--- config.mk ---
export PLATFORM = sky130hd
export DESIGN_NAME = membership_set_table_top
export DESIGN_NICKNAME = d
export VERILOG_FILES = /design/src/hw/rtl/mst_pkg.sv /design/src/hw/rtl/membership_set_table_top.sv /design/src/hw/rtl/mst_cell.sv
export SDC_FILE = /design/constraint.sdc
export NUM_CORES = 1
export LEC_CHECK = 0
export BUFFER_PORTS_ARGS = -buffer_cell sky130_fd_sc_hd__buf_2
export CORE_UTILIZATION = 56
export DETAILED_ROUTE_END_ITERATION = 8
export GPL_TIMING_DRIVEN = 0
export HOLD_SLACK_MARGIN = 0.1
export PLACE_DENSITY = 0.83
export SETUP_SLACK_MARGIN = 0.15
export SKIP_CTS_REPAIR_TIMING = 1
export SYNTH_ARGS = -nofsm -noshare
export SYNTH_HDL_FRONTEND = slang
export SYNTH_SLANG_ARGS = --single-unit
--- constraint.sdc ---
create_clock -name clock -period 2.6 [get_ports clock]
set_input_delay 0.52 -clock clock [delete_from_list [all_inputs] [get_ports clock]]
set_output_delay 0.52 -clock clock [all_outputs]
set_load 0.01 [all_outputs]
--- src/hw/rtl/mst_pkg.sv ---
// Shared constants and types for the membership set table.
`timescale 1ns / 1ps

package mst_pkg;

   localparam int OP_W     = 2;
   localparam int KEY_W    = 32;
   localparam int STATUS_W = 2;
   localparam int COUNT_W  = 5;

   localparam logic [OP_W-1:0] OP_INSERT = 2'd0;
   localparam logic [OP_W-1:0] OP_DELETE = 2'd1;

   localparam logic [STATUS_W-1:0] STAT_OK     = 2'd0;
   localparam logic [STATUS_W-1:0] STAT_ABSENT = 2'd1;
   localparam logic [STATUS_W-1:0] STAT_FULL   = 2'd2;

   typedef struct packed {
      logic active;
      logic hit;
      logic free_seen;
   } chain_type;

endpackage

--- src/hw/rtl/membership_set_table_top.sv ---
// Top level of the membership set table: request control and the row of entry cells.
//
//   channel | direction | transfer fields
//   req     | in        | req_op, req_key
//   rsp     | out       | rsp_found, rsp_status, rsp_count
//
// Between a request's transfer and its result, a scan token walks the cell row
// one entry per cycle, then a finish step applies the change.
// One request is in the table at a time; the next one is taken while a result waits.
// Reset clears all valid marks and the count at once; stored keys are not cleared.
// A stalled result holds the table in its final step until the result is taken.
`timescale 1ns / 1ps

module membership_set_table_top #(
   parameter int CAPACITY = 16,
   parameter int KEY_BITS = 32
) (
   input  logic                           clock,
   input  logic                           reset,
   input  logic                           req_valid,
   output logic                           req_ready,
   input  logic [mst_pkg::OP_W-1:0]       req_op,
   input  logic [mst_pkg::KEY_W-1:0]      req_key,
   output logic                           rsp_valid,
   input  logic                           rsp_ready,
   output logic                           rsp_found,
   output logic [mst_pkg::STATUS_W-1:0]   rsp_status,
   output logic [mst_pkg::COUNT_W-1:0]    rsp_count
);
   import mst_pkg::*;

   localparam int KW  = (KEY_BITS < KEY_W) ? KEY_BITS : KEY_W;
   localparam int CW  = $clog2(CAPACITY + 1);
   localparam int CWX = (CW > COUNT_W) ? CW : COUNT_W;

   localparam logic [1:0] S_IDLE   = 2'd0;
   localparam logic [1:0] S_SCAN   = 2'd1;
   localparam logic [1:0] S_FINISH = 2'd2;

   logic [1:0]          state_ff, state_in;
   logic [KW-1:0]       key_ff;
   logic                insert_ff, delete_ff;
   logic                inject_ff;
   logic                hit_ff, free_ff;
   logic [CW-1:0]       count_ff, count_in;
   logic                rsp_valid_ff, rsp_valid_in;
   logic                found_ff;
   logic [STATUS_W-1:0] status_ff, status_in;
   logic [COUNT_W-1:0]  rcount_ff;
   logic [CWX-1:0]      count_ext;

   logic                req_fire, can_load, finish, commit;
   chain_type           chain_w [0:CAPACITY];
   logic [CAPACITY-1:0] valid_vec, cand_vec;

   assign req_ready = (state_ff == S_IDLE);
   assign req_fire  = req_valid && req_ready;
   assign can_load  = !rsp_valid_ff || rsp_ready;
   assign finish    = (state_ff == S_FINISH) && can_load;
   assign commit    = finish && insert_ff && !hit_ff && free_ff;

   assign chain_w[0] = '{active: inject_ff, hit: 1'b0, free_seen: 1'b0};

   for (genvar i = 0; i < CAPACITY; i++) begin : g_cell
      mst_cell #(
         .KEY_BITS(KW)
      ) u_cell (
         .clock   (clock),
         .reset   (reset),
         .key_i   (key_ff),
         .delete_i(delete_ff),
         .commit_i(commit),
         .chain_i (chain_w[i]),
         .chain_o (chain_w[i+1]),
         .valid_o (valid_vec[i]),
         .cand_o  (cand_vec[i])
      );
   end

   always_comb begin
      state_in = state_ff;
      case (state_ff)
         S_IDLE: begin
            if (req_fire) begin
               state_in = S_SCAN;
            end
         end
         S_SCAN: begin
            if (chain_w[CAPACITY].active) begin
               state_in = S_FINISH;
            end
         end
         S_FINISH: begin
            if (can_load) begin
               state_in = S_IDLE;
            end
         end
         default: state_in = S_IDLE;
      endcase
   end

   always_comb begin
      count_in = count_ff;
      if (commit) begin
         count_in = count_ff + CW'(1);
      end else if (finish && delete_ff && hit_ff) begin
         count_in = count_ff - CW'(1);
      end
   end

   always_comb begin
      status_in = STAT_OK;
      if (insert_ff && !hit_ff && !free_ff) begin
         status_in = STAT_FULL;
      end else if (delete_ff && !hit_ff) begin
         status_in = STAT_ABSENT;
      end
   end

   assign count_ext    = CWX'(count_in);
   assign rsp_valid_in = finish || (rsp_valid_ff && !rsp_ready);

   always_ff @(posedge clock) begin
      if (reset) begin
         state_ff     <= S_IDLE;
         inject_ff    <= 1'b0;
         count_ff     <= '0;
         rsp_valid_ff <= 1'b0;
      end else begin
         state_ff     <= state_in;
         inject_ff    <= req_fire;
         count_ff     <= count_in;
         rsp_valid_ff <= rsp_valid_in;
      end
   end

   always_ff @(posedge clock) begin
      if (req_fire) begin
         key_ff    <= req_key[KW-1:0];
         insert_ff <= (req_op == OP_INSERT);
         delete_ff <= (req_op == OP_DELETE);
      end
      if (chain_w[CAPACITY].active) begin
         hit_ff  <= chain_w[CAPACITY].hit;
         free_ff <= chain_w[CAPACITY].free_seen;
      end
      if (finish) begin
         found_ff  <= hit_ff;
         status_ff <= status_in;
         rcount_ff <= count_ext[COUNT_W-1:0];
      end
   end

   assign rsp_valid  = rsp_valid_ff;
   assign rsp_found  = found_ff;
   assign rsp_status = status_ff;
   assign rsp_count  = rcount_ff;

   // The count never runs past the number of entries.
   assert property (@(posedge clock) disable iff (reset)
      count_ff <= CW'(CAPACITY))
      else $error("entry count exceeds capacity");

   // Between requests the count matches the number of valid marks.
   assert property (@(posedge clock) disable iff (reset)
      (state_ff == S_IDLE) |-> (32'(count_ff) == $countones(valid_vec)))
      else $error("entry count disagrees with valid marks");

   // Exactly one cell is chosen when a new key is written.
   assert property (@(posedge clock) disable iff (reset)
      commit |-> $onehot(cand_vec))
      else $error("insert without a single candidate entry");

   // The scan token leaves the row only while a scan is in progress.
   assert property (@(posedge clock) disable iff (reset)
      chain_w[CAPACITY].active |-> (state_ff == S_SCAN))
      else $error("scan token outside of a scan");

   // A full-table report never claims the key was present.
   assert property (@(posedge clock) disable iff (reset)
      (rsp_valid_ff && (status_ff == STAT_FULL)) |-> !found_ff)
      else $error("full status with key found");

endmodule

--- src/hw/rtl/mst_cell.sv ---
// One table entry: stored key, valid mark and a stage of the scan chain.
`timescale 1ns / 1ps

module mst_cell #(
   parameter int KEY_BITS = 32
) (
   input  logic                clock,
   input  logic                reset,
   input  logic [KEY_BITS-1:0] key_i,
   input  logic                delete_i,
   input  logic                commit_i,
   input  mst_pkg::chain_type  chain_i,
   output mst_pkg::chain_type  chain_o,
   output logic                valid_o,
   output logic                cand_o
);
   import mst_pkg::*;

   logic [KEY_BITS-1:0] key_ff;
   logic                valid_ff, valid_in;
   logic                cand_ff, cand_in;
   chain_type           chain_ff, chain_in;
   logic                match;

   assign match = valid_ff && (key_ff == key_i);

   always_comb begin
      chain_in = '0;
      cand_in  = cand_ff;
      valid_in = valid_ff;
      if (chain_i.active) begin
         chain_in.active    = 1'b1;
         chain_in.hit       = chain_i.hit | match;
         chain_in.free_seen = chain_i.free_seen | ~valid_ff;
         cand_in            = ~chain_i.free_seen & ~valid_ff;
         if (match && delete_i) begin
            valid_in = 1'b0;
         end
      end
      if (commit_i && cand_ff) begin
         valid_in = 1'b1;
      end
   end

   always_ff @(posedge clock) begin
      if (reset) begin
         valid_ff <= 1'b0;
         cand_ff  <= 1'b0;
         chain_ff <= '0;
      end else begin
         valid_ff <= valid_in;
         cand_ff  <= cand_in;
         chain_ff <= chain_in;
      end
   end

   always_ff @(posedge clock) begin
      if (commit_i && cand_ff) begin
         key_ff <= key_i;
      end
   end

   assign chain_o = chain_ff;
   assign valid_o = valid_ff;
   assign cand_o  = cand_ff;

endmodule

Word-level counts from Yosys, hierarchy flattened. Index checks and enable logic that the tools add are counted.

Register bits after elaboration: 645. Latch bits: 0. RAM bits: 0. Bits in read-only memories: 0. Bits of input ports: 38. Output and inout port bits: 10. Logic and storage cells: 427. Memories: 0.

Add/sub/neg operators: 2. Multipliers: 0. Div/mod/pow operators: 0. Order comparisons: 0. Equal/unequal tests: 22. Shift operators: 0. Muxes and demuxes: 71. Bitwise logic cells: 92. Reduce and logical (&&, ||, !) cells: 132.

Operators with widths (count): 32-bit equality test (16); 2-bit nonzero test (32); 1-bit logical AND (59); 1-bit 2-to-1 mux (49); 3-bit 2-to-1 mux (16); 1-bit NOT (47); 2-bit AND reduction (16); 2-bit OR reduction (16); 1-bit OR (30); 1-bit bitwise AND (15); 5-bit 2-to-1 mux (2); 2-bit 2-to-1 mux (3); 2-bit case mux with 3 select lines (1); 5-bit by 1-bit adder with 5-bit output (second input constant) (1); 5-bit by 1-bit subtractor with 5-bit output (second input constant) (1); 2-bit by 1-bit equality test with 1-bit output (second input constant) (2); 1-bit logical NOT (4); 2-bit logical NOT (2); 2-bit by 1-bit != test with 1-bit output (second input constant) (2); 3-bit AND reduction (1); 2-bit equality test (second input constant) (1); 1-bit logical OR (2); 2-bit != test (second input constant) (1).

Logic depth before layout (Yosys ltp). Gate-level depths: netlist (run 1).

Depth after elaboration: 9. Mapped depth: 7.

Cells and area by module. Synthesis (run 1) repeated with hierarchy kept, for this count alone.

Cells, all modules: 1585. Area, all modules: 25831.0 µm².

By module, submodules not included: mst_cell (times used 16, cells an instance 92, area an instance 1493.9 µm², sequential area each 1061.0 µm²); membership_set_table_top (times used 1, cells an instance 113, area an instance 1928.1 µm², sequential area each 1501.4 µm²).

Least setup slack after synthesis (run 1). OpenSTA, ideal clock, no wires.

Kind: input to register. Start point: input port rsp_ready. End point: register g_cell[11].u_cell.valid_ff. Setup time: 0.061 ns. Arrival: 2.405 ns. Data required time: 2.539 ns. Path slack: 0.134 ns. Stages: 6. Buffers on the path: 1. Path through: and2b_1 > nor3_4 > buf_6 > and2_1 > nand3b_1 > o221a_2.

RTL lines: start: declaration (RTL line membership_set_table_top.sv:25) `input logic rsp_ready,`; 1-bit logical OR (RTL line membership_set_table_top.sv:58) `assign can_load = !rsp_valid_ff || rsp_ready;`; 1-bit logical AND (RTL line membership_set_table_top.sv:59) `assign finish = (state_ff == S_FINISH) && can_load;`; 1-bit logical AND (3 in series) (RTL line membership_set_table_top.sv:60) `assign commit = finish && insert_ff && !hit_ff && free_ff;`; 1-bit logical AND (RTL line mst_cell.sv:40) `if (commit_i && cand_ff) begin`; 1-bit 2-to-1 mux (RTL line mst_cell.sv:40); net g_cell[11].u_cell.valid_in (RTL line mst_cell.sv:20) `logic valid_ff, valid_in;`; end signal: assignment (RTL line mst_cell.sv:51) `valid_ff <= valid_in;`; end: declaration (RTL line mst_cell.sv:20).

The timed path passes the listed nets, and every way through them passes these cells. A chain may end at the register's enable or synchronous reset.

Worst setup path after layout (run 1).
Start point: register key_ff[7]. End point: register g_cell[12].u_cell.valid_ff.

Word-level cells in the longest chain between the ends: 5.

RTL lines: start: declaration (RTL line membership_set_table_top.sv:41) `logic [KW-1:0] key_ff;`; start signal: assignment (RTL line membership_set_table_top.sv:139) `key_ff <= req_key[KW-1:0];`; 32-bit equality test (RTL line mst_cell.sv:25) `assign match = valid_ff && (key_ff == key_i);`; 1-bit logical AND (RTL line mst_cell.sv:25); 1-bit logical AND (RTL line mst_cell.sv:36) `if (match && delete_i) begin`; 2-bit nonzero test (no line); 2-bit AND reduction (no line); end signal: assignment (RTL line mst_cell.sv:51); end: declaration (RTL line mst_cell.sv:20).

No other way between the ends.

==> results of run 1 <==
## cells by family after synthesis
family,synth area share
flip-flops,0.712
buffers and inverters,0.0192
AO/OA/AOI/OAI,0.0170
adder cells (fa/ha/maj),0.000965
AND/OR/NAND/NOR,0.0705
multiplexers,0.00579
XOR/XNOR,0.174
## synthesized netlist by cell type (5+ instances only)
master / number / area share
dfxtp_1: 89 / 0.069
xnor2_1: 452 / 0.15
o221a_2: 14 / 0.0061
nand4_1: 116 / 0.028
and2_1: 21 / 0.0051
mux2i_1: 15 / 0.0058
nor4_1: 46 / 0.011
a21boi_0: 15 / 0.0043
o21ai_0: 14 / 0.0027
nand3b_1: 15 / 0.0043
buf_4: 14 / 0.0041
nand2_1: 48 / 0.0069
nor2b_1: 18 / 0.0043
xor2_1: 64 / 0.022
clkbuf_1: 7 / 0.0010
nor2_1: 42 / 0.0061
inv_1: 19 / 0.0027
buf_6: 5 / 0.0022
edfxtp_1: 556 / 0.64
buf_2: 47 / 0.0091
## state kept, by name, indices dropped and copies added, names as in the netlist, 2 cells and up
name,flops
rsp_count,5
count_ff,5
g_cell.u_cell.key_ff,512
g_cell.u_cell.cand_o,16
g_cell.u_cell.chain_o,48
rsp_status,2
state_ff,2
key_ff,32
g_cell.u_cell.valid_o,16
## power groups by stage
stage          Sequential (mW)  Clock, mW  Combinational [mW]
2_1_floorplan             11.6          0               0.583
3_3_place_gp              11.6          0               0.769
3_5_place_dp              11.6          0               0.799
4_1_cts                   11.4       9.03               0.807
5_1_grt                   11.3       9.45                1.23
6_report                  11.3       8.98                1.16
## worst max path at each step
| stage | depth (start not counted) | endpoint | slack [ns] | start |
|---|---|---|---|---|
| after floorplan | 5 | g_cell[10].u_cell.valid_o | 0.24 | rsp_ready |
| after global placement | 7 | g_cell[13].u_cell.valid_o | -0.77 | key_ff[11] |
| after detailed placement | 7 | g_cell[13].u_cell.valid_o | -0.86 | key_ff[11] |
| after CTS | 7 | g_cell[13].u_cell.valid_o | -0.87 | key_ff[11] |
| after global routing | 7 | g_cell[11].u_cell.valid_o | 0.04 | key_ff[10] |
| final | 7 | g_cell[12].u_cell.valid_o | 0.06 | key_ff[7] |
## metrics by stage
| stage | util | setup WS, ns | setup TNS [ns] |
|---|---|---|---|
| 3_3_place_gp | 0.591 | -0.772 | -219.51 |
| 3_5_place_dp | 0.594 | -0.857 | -47.41 |
| 5_1_grt | 0.675 | 0.0419 | 0 |
| 4_1_cts | 0.638 | -0.874 | -20.84 |
| 6_report | 0.675 | 0.0607 | 0 |
| 2_1_floorplan | - | 0.240 | 0 |
## critical path: cells and delay by family (launching register included)
family / cells / cell delay, ns
simple gates: 3 / 0.92
flops: 1 / 0.52
buf+inv: 2 / 0.45
compound gates: 1 / 0.27
xor+xnor: 1 / 0.24
## layout make-up
cell class                      instances  area, µm²  area share
Buffer                                 74        538      0.0175
Clock buffer                           72       1630      0.0531
Clock inverter                         42        393      0.0128
Inverter                               19       71.3     0.00232
Multi-Input combinational cell        909       7320       0.238
Sequential cell                       645      18500       0.601
Tap cell                              600        751      0.0244
Timing Repair Buffer                  186       1570      0.0511
## layer usage
layer / GRT usage / vias up / routed length [µm]
met1: 0.325 / 7309 / 23900
li1: - / 6469 / -
met2: 0.399 / 589 / 29700
met3: 0.0527 / 114 / 4660
met5: 0 / - / 0
met4: 0.0993 / 0 / 1920
==> impl_metrics.json, run 1 <==
{
  "critical-path-slowest-cell": "edfxtp_1",
  "cp.arrival_ns": 3.06,
  "path_class": "flop to flop",
  "slew_violations": 0,
  "area_growth_pct": 18.6,
  "ant_nets": 0,
  "clk_pin_slew_ns": 0.07,
  "drtIter0Drc": 1665,
  "dp_hpwl_mm": 36.1,
  "netlist_instances": 1647,
  "required_ns": 3.12,
  "insertion_delay_ns": 0.65,
  "via_per_inst": 5.69,
  "drv_cap": 0,
  "die-area_um2": 47200,
  "gp_congestion": 0.828,
  "netlist_area_um2": 25900,
  "hold_end": "inject_ff",
  "grt_usage": 0.246,
  "fillers": 2898,
  "critical_path.max_stage_delay_ns": 0.52,
  "combinationalPowerShare": 0.054,
  "fmax_mhz": 394,
  "finalNetCount": 1936,
  "postPlaceCellArea_um2": 27100,
  "switchingPower_mw": 4.58,
  "portBuffers": 46,
  "critPathCaptureType": "flop",
  "intPower_mw": 16.9,
  "rrSetupSlack_ns": 0.06,
  "hold_depth": 2,
  "grt_max_degree": 35,
  "finalHoldViolations": 0,
  "drc_errors": 0,
  "fin_skew_ns": 0.0282,
  "finalSetupViolations": 0,
  "hp-class": "input port to flop",
  "post-place-cells": 2298,
  "rr_endpoint": "g_cell[12].u_cell.valid_o",
  "layout.cells.most_common": "edfxtp_1",
  "syn_nets": 1687,
  "drive_gt1_frac": 0.192,
  "avgRoutedWirePerCell_um": 23.6,
  "num_io_pins": 48,
  "outcome": "completed",
  "cts.path.max_buffers": 3,
  "vias": 14481,
  "p_leak_nw": 9.89,
  "yosysWarnings": 0,
  "ys.flop_type": "edfxtp_1",
  "yosysUniqueCellTypes": 42,
  "die_x_um": 217,
  "path_max_fanout": 10,
  "cts_inserted_buffers": 61,
  "htree_levels": 2,
  "synth_edf_count": 556,
  "cp_common_cell": "buf_4",
  "min-delay-start": "req_valid",
  "worst_pin_slew_ns": 0.672,
  "ys_seq_elements": 645,
  "powerDensity_nw_per_um2": 697,
  "ys_async_sr_fraction": 0,
  "grt_setup_unrepaired": "yes",
  "drtPass1Iterations": 5,
  "p_seq_frac": 0.527,
  "cts.sinks": 645,
  "grt_pass1_vias": 13669,
  "num_rows": 78,
  "cts_tree": "built",
  "r2r_start": "key_ff[7]",
  "switching_share": 0.214,
  "antenna_found_initial": 0,
  "power_mw": 21.4,
  "wl_mm": 60.1,
  "p_clk_frac": 0.419,
  "cp_cell_sequence": "buf_4, buf_4, xnor2_1, nand4_1, nor4_4, nand2_1, o221a_2",
  "start_util": 0.569,
  "grt_pass1_wl_mm": 84.4,
  "reg2reg_depth": 7,
  "fin_crit_ns": 2.54,
  "ys_seq_area_frac": 0.712,
  "syn_avg_cell_area_um2": 15.7,
  "antenna_cells": 0,
  "ir_drop_uv": 561,
  "grt_overflow": 0,
  "clockRootBuffer": "clkbuf_16",
  "final.period_utilization": 0.977,
  "final_cell_count_no_fill": 2547,
  "finalInstanceArea_um2": 30800,
  "most-common-layout-cells": "edfxtp_1 (556), xnor2_1 (452), nand4_1 (116)",
  "startpoint_type": "flop",
  "max_slew_margin": 0.550,
  "timing.hold.ws_ns": 0.170,
  "core-area_um2": 45600,
  "die_h_um": 217
}
Note: power is estimated with default switching activity, not from simulation.
==> run 2, diff against run 1 <==
Settings changed: CORE_UTILIZATION 56 to 61, PLACE_DENSITY 0.83 to 0.86.
Clock period 2.6 ns to 3.1 ns, I/O delays scaled along.
==> impl_metrics.json, run 2 (synthesis results as in run 1) <==
{
  "start_util": 0.618,
  "ant_nets": 0,
  "antenna_found_initial": 0,
  "fin_crit_ns": 2.86,
  "final_cell_count_no_fill": 2448,
  "reg2reg_depth": 7,
  "ir_drop_uv": 488,
  "required_ns": 3.60,
  "drtIter0Drc": 1671,
  "wl_mm": 59.6,
  "finalNetCount": 1901,
  "fin_skew_ns": 0.0243,
  "cts_inserted_buffers": 61,
  "num_io_pins": 48,
  "grt_pass1_vias": 13997,
  "r2r_start": "key_ff[5]",
  "dp_hpwl_mm": 37.5,
  "avgRoutedWirePerCell_um": 24.3,
  "finalInstanceArea_um2": 30000,
  "clockRootBuffer": "clkbuf_16",
  "fillers": 2470,
  "cp.arrival_ns": 3.36,
  "max_slew_margin": 0.322,
  "violations": "DRC",
  "clk_pin_slew_ns": 0.06,
  "htree_levels": 2,
  "grt_overflow": 0,
  "finalSetupViolations": 0,
  "vias": 14322,
  "startpoint_type": "flop",
  "fmax_mhz": 350,
  "via_per_inst": 5.85,
  "hold_depth": 1,
  "timing.hold.ws_ns": 0.164,
  "min-delay-start": "req_key[10]",
  "final.period_utilization": 0.922,
  "critical_path.max_stage_delay_ns": 0.77,
  "post-place-cells": 2240,
  "outcome": "finished with violations",
  "fin_util": 0.714,
  "top_register": "g_cell.u_cell.key_ff",
  "drv_cap": 0,
  "die-area_um2": 43400,
  "worst_pin_slew_ns": 1.02,
  "cts.sinks": 645,
  "drtPass1Iterations": 7,
  "cts_tree": "built",
  "most-common-layout-cells": "edfxtp_1 (556), xnor2_1 (452), nand4_1 (116)",
  "rr_endpoint": "g_cell[10].u_cell.valid_o",
  "critPathCaptureType": "flop",
  "grt_max_degree": 35,
  "cp_cell_sequence": "buf_2, buf_4, xnor2_1, nand4_1, nor4_2, nand2_1, o221a_2",
  "grt_pass1_wl_mm": 85.6,
  "largest_reg_flops": 512,
  "portBuffers": 46,
  "core-area_um2": 41900,
  "postPlaceCellArea_um2": 27100,
  "die_h_um": 208,
  "grt_usage": 0.271,
  "grt_setup_unrepaired": "no",
  "area_growth_pct": 15.5,
  "powerDensity_nw_per_um2": 589,
  "slew_violations": 0,
  "finalHoldViolations": 0,
  "gp_congestion": 0.819,
  "fin_setup_tns_ns": 0,
  "cts.path.max_buffers": 3,
  "hp-class": "input port to flop",
  "rrSetupSlack_ns": 0.24,
  "insertion_delay_ns": 0.63,
  "die_x_um": 208,
  "critical-path-slowest-cell": "edfxtp_1",
  "p_leak_nw": 9.44,
  "layout.cells.most_common": "edfxtp_1",
  "num_rows": 75,
  "antenna_cells": 0,
  "crit_path_start": "key_ff[5]",
  "hold_end": "key_ff[10]",
  "path_max_fanout": 17,
  "drc_errors": 2,
  "drive_gt1_frac": 0.185,
  "path_class": "flop to flop"
}
==> run 2: area by class of cell <==
class	instances	area, µm²	area share
sequential	645	18500	0.617
multi-input combinational	909	7130	0.238
clock buffer	78	1640	0.0548
timing repair buffer	151	1250	0.0418
tap	539	674	0.0225
buffer	74	427	0.0142
clock inverter	33	289	0.00965
inverter	19	71.3	0.00238
==> run 2: where the power goes <==
part | internal, mW | switching, mW | total [mW]
registers | 9.45 | 0.0412 | 9.49
clock network | 4.14 | 3.12 | 7.26
logic | 0.374 | 0.515 | 0.889
==> run 2: how the worst max path moves through the flow <==
stage,to,depth (start not counted),slack (ns)
CTS,g_cell[9].u_cell.valid_o,7,-0.35
global placement,g_cell[11].u_cell.valid_o,7,-0.45
global route,g_cell[10].u_cell.valid_o,7,0.14
floorplan,g_cell[11].u_cell.valid_o,6,0.53
detailed placement,g_cell[9].u_cell.valid_o,7,-0.31
finish,g_cell[10].u_cell.valid_o,7,0.24
==> run 2: through the flow <==
stage | power, mW | worst slack [ns]
after floorplan | 10.2 | 0.534
after global placement | 10.4 | -0.447
after detailed placement | 10.4 | -0.307
after CTS | 17.6 | -0.355
after global routing | 18.1 | 0.144
final | 17.6 | 0.240
==> run 2: layer usage <==
layer  part of all wire  global-route usage  up-vias  wire (µm)
li1                   -                   -     6384          -
met1               0.40               0.360     7217      23600
met2               0.50               0.451      624      29600
met3              0.071              0.0409       97       4250
met4              0.036               0.110        0       2140
met5                  0                   0        -          0
==> run 2: critical path: cells and delay by family (launching register included) <==
kind	cells	cell delay (ns)
xor gates and xnor gates	1	0.17
buffers and inverters	2	0.69
AOI/OAI and AO/OA	1	0.28
DFF	1	0.77
and+or+nand+nor	3	0.82
==> run 3, diff against run 2 <==
Clock period 3.1 ns to 2.8 ns, I/O delays scaled along.
==> impl_metrics.json, run 3 (synthesis results as in run 1) <==
{
  "outcome": "completed",
  "multi_input_area_um2": 7250,
  "hold_depth": 1,
  "hp-class": "input port to flop",
  "r2r_start": "key_ff[7]",
  "grt_max_degree": 35,
  "htree_levels": 2,
  "most-common-layout-cells": "edfxtp_1 (556), xnor2_1 (452), nand4_1 (116)",
  "gp_congestion": 0.819,
  "grt_pass1_vias": 13997,
  "die_h_um": 208,
  "num_rows": 75,
  "regArea_um2": 18500,
  "switchingPower_mw": 4.09,
  "path_class": "flop to flop",
  "cp.arrival_ns": 3.15,
  "fin_setup_tns_ns": 0,
  "dp_hpwl_mm": 37.5,
  "startpoint_type": "flop",
  "hold_end": "key_ff[16]",
  "reg2reg_depth": 8,
  "drtIter0Drc": 1942,
  "path_max_fanout": 11,
  "via_per_inst": 5.82,
  "insertion_delay_ns": 0.63,
  "wl_mm": 60.4,
  "fin_crit_ns": 2.65,
  "avgRoutedWirePerCell_um": 24.4,
  "ant_nets": 0,
  "die-area_um2": 43400,
  "p_seq_frac": 0.537,
  "critPathCaptureType": "flop",
  "cts_inserted_buffers": 61,
  "dp_slack_ns": -0.607,
  "crit_path_start": "key_ff[7]",
  "finalNetCount": 1926,
  "rr_endpoint": "g_cell[11].u_cell.chain_o[1]",
  "required_ns": 3.30,
  "worst_pin_slew_ns": 1.02,
  "layout.cells.most_common": "edfxtp_1",
  "cts.sinks": 645,
  "max_slew_margin": 0.318,
  "drc_errors": 0,
  "min-delay-start": "req_key[16]",
  "drv_cap": 0,
  "largest_reg_flops": 512,
  "antenna_found_initial": 2,
  "drive_gt1_frac": 0.190,
  "num_io_pins": 48,
  "intPower_mw": 15.5,
  "grt_usage": 0.271,
  "ir_drop_uv": 540,
  "fin_skew_ns": 0.0258,
  "fillers": 2412,
  "core-area_um2": 41900,
  "cts.path.max_buffers": 3,
  "drtPass1Iterations": 5,
  "vias": 14408,
  "grt_overflow": 0,
  "area_growth_pct": 17.0,
  "switching_share": 0.209,
  "portBuffers": 46,
  "p_leak_nw": 9.69,
  "final.period_utilization": 0.947,
  "fmax_mhz": 377,
  "cts_tree": "built",
  "grt_setup_unrepaired": "yes",
  "combinationalPowerShare": 0.053,
  "finalHoldViolations": 0,
  "power_mw": 19.6,
  "clk_pin_slew_ns": 0.06,
  "p_clk_frac": 0.411,
  "powerDensity_nw_per_um2": 645,
  "finalSetupViolations": 0,
  "grt_pass1_wl_mm": 85.6,
  "die_x_um": 208,
  "top_register": "g_cell.u_cell.key_ff",
  "rrSetupSlack_ns": 0.15,
  "timing.hold.ws_ns": 0.108,
  "start_util": 0.618,
  "slew_violations": 0,
  "worst_slack_ns": 0.148,
  "clockRootBuffer": "clkbuf_16"
}
==> run 3: cell count changes in the layout (fill, tap and decap cells not counted), sizes merged <==
cell,change
diode,+1
dlygate4sd3,+16
clkbuf,+9
==> run 3: worst max-delay path, cell delays in order, from the launching register on <==
cell and delay (ns):
edfxtp_1 0.43, buf_12 0.17, buf_2 0.19, clkbuf_4 0.25
xnor2_1 0.21, nand4_1 0.29, nor4_4 0.51, nand2_1 0.17
o21ai_0 0.31
==> run 3: metal layers <==
layer,vias to the layer above,GRT usage,share of wire
met2,642,0.451,0.50
li1,6434,-,-
met3,97,0.0409,0.085
met4,2,0.110,0.038
met5,-,0,0.00022
met1,7233,0.360,0.38
==> run 3: worst max-delay path by stage <==
stage                                         to  slack (ns)  cells past startpoint
finish              g_cell[11].u_cell.chain_o[1]        0.15                      8
detailed placement      g_cell[9].u_cell.valid_o       -0.61                      7
CTS                     g_cell[9].u_cell.valid_o       -0.65                      7
global placement       g_cell[11].u_cell.valid_o       -0.69                      7
floorplan              g_cell[11].u_cell.valid_o        0.29                      6
global route            g_cell[9].u_cell.valid_o        0.09                      7
==> run 3: area by class of cell <==
cell class | count | area share
diodes | 1 | 0.0000825
plain buffers | 74 | 0.0150
well taps | 539 | 0.0222
flip-flops and latches | 645 | 0.609
repair buffers | 176 | 0.0487
clock buffers | 78 | 0.0541
clock inverters | 33 | 0.00953
multi-input cells | 909 | 0.239
inverters | 19 | 0.00235
==> run 3: power by group through the flow <==
stage,Combinational [mW],Clock [mW],Sequential (mW)
3_3_place_gp,0.710,0,10.8
3_5_place_dp,0.742,0,10.8
4_1_cts,0.753,8.08,10.6
2_1_floorplan,0.541,0,10.7
6_report,1.03,8.04,10.5
5_1_grt,1.10,8.49,10.5
==> run 3: metrics by stage <==
stage,instances,utilization,area [µm²]
after global placement,2232,0.640,26800
after CTS,2351,0.691,29000
after detailed placement,2240,0.645,27100
after global routing,2473,0.723,30300
final,2474,0.723,30300
after floorplan,1647,-,25900
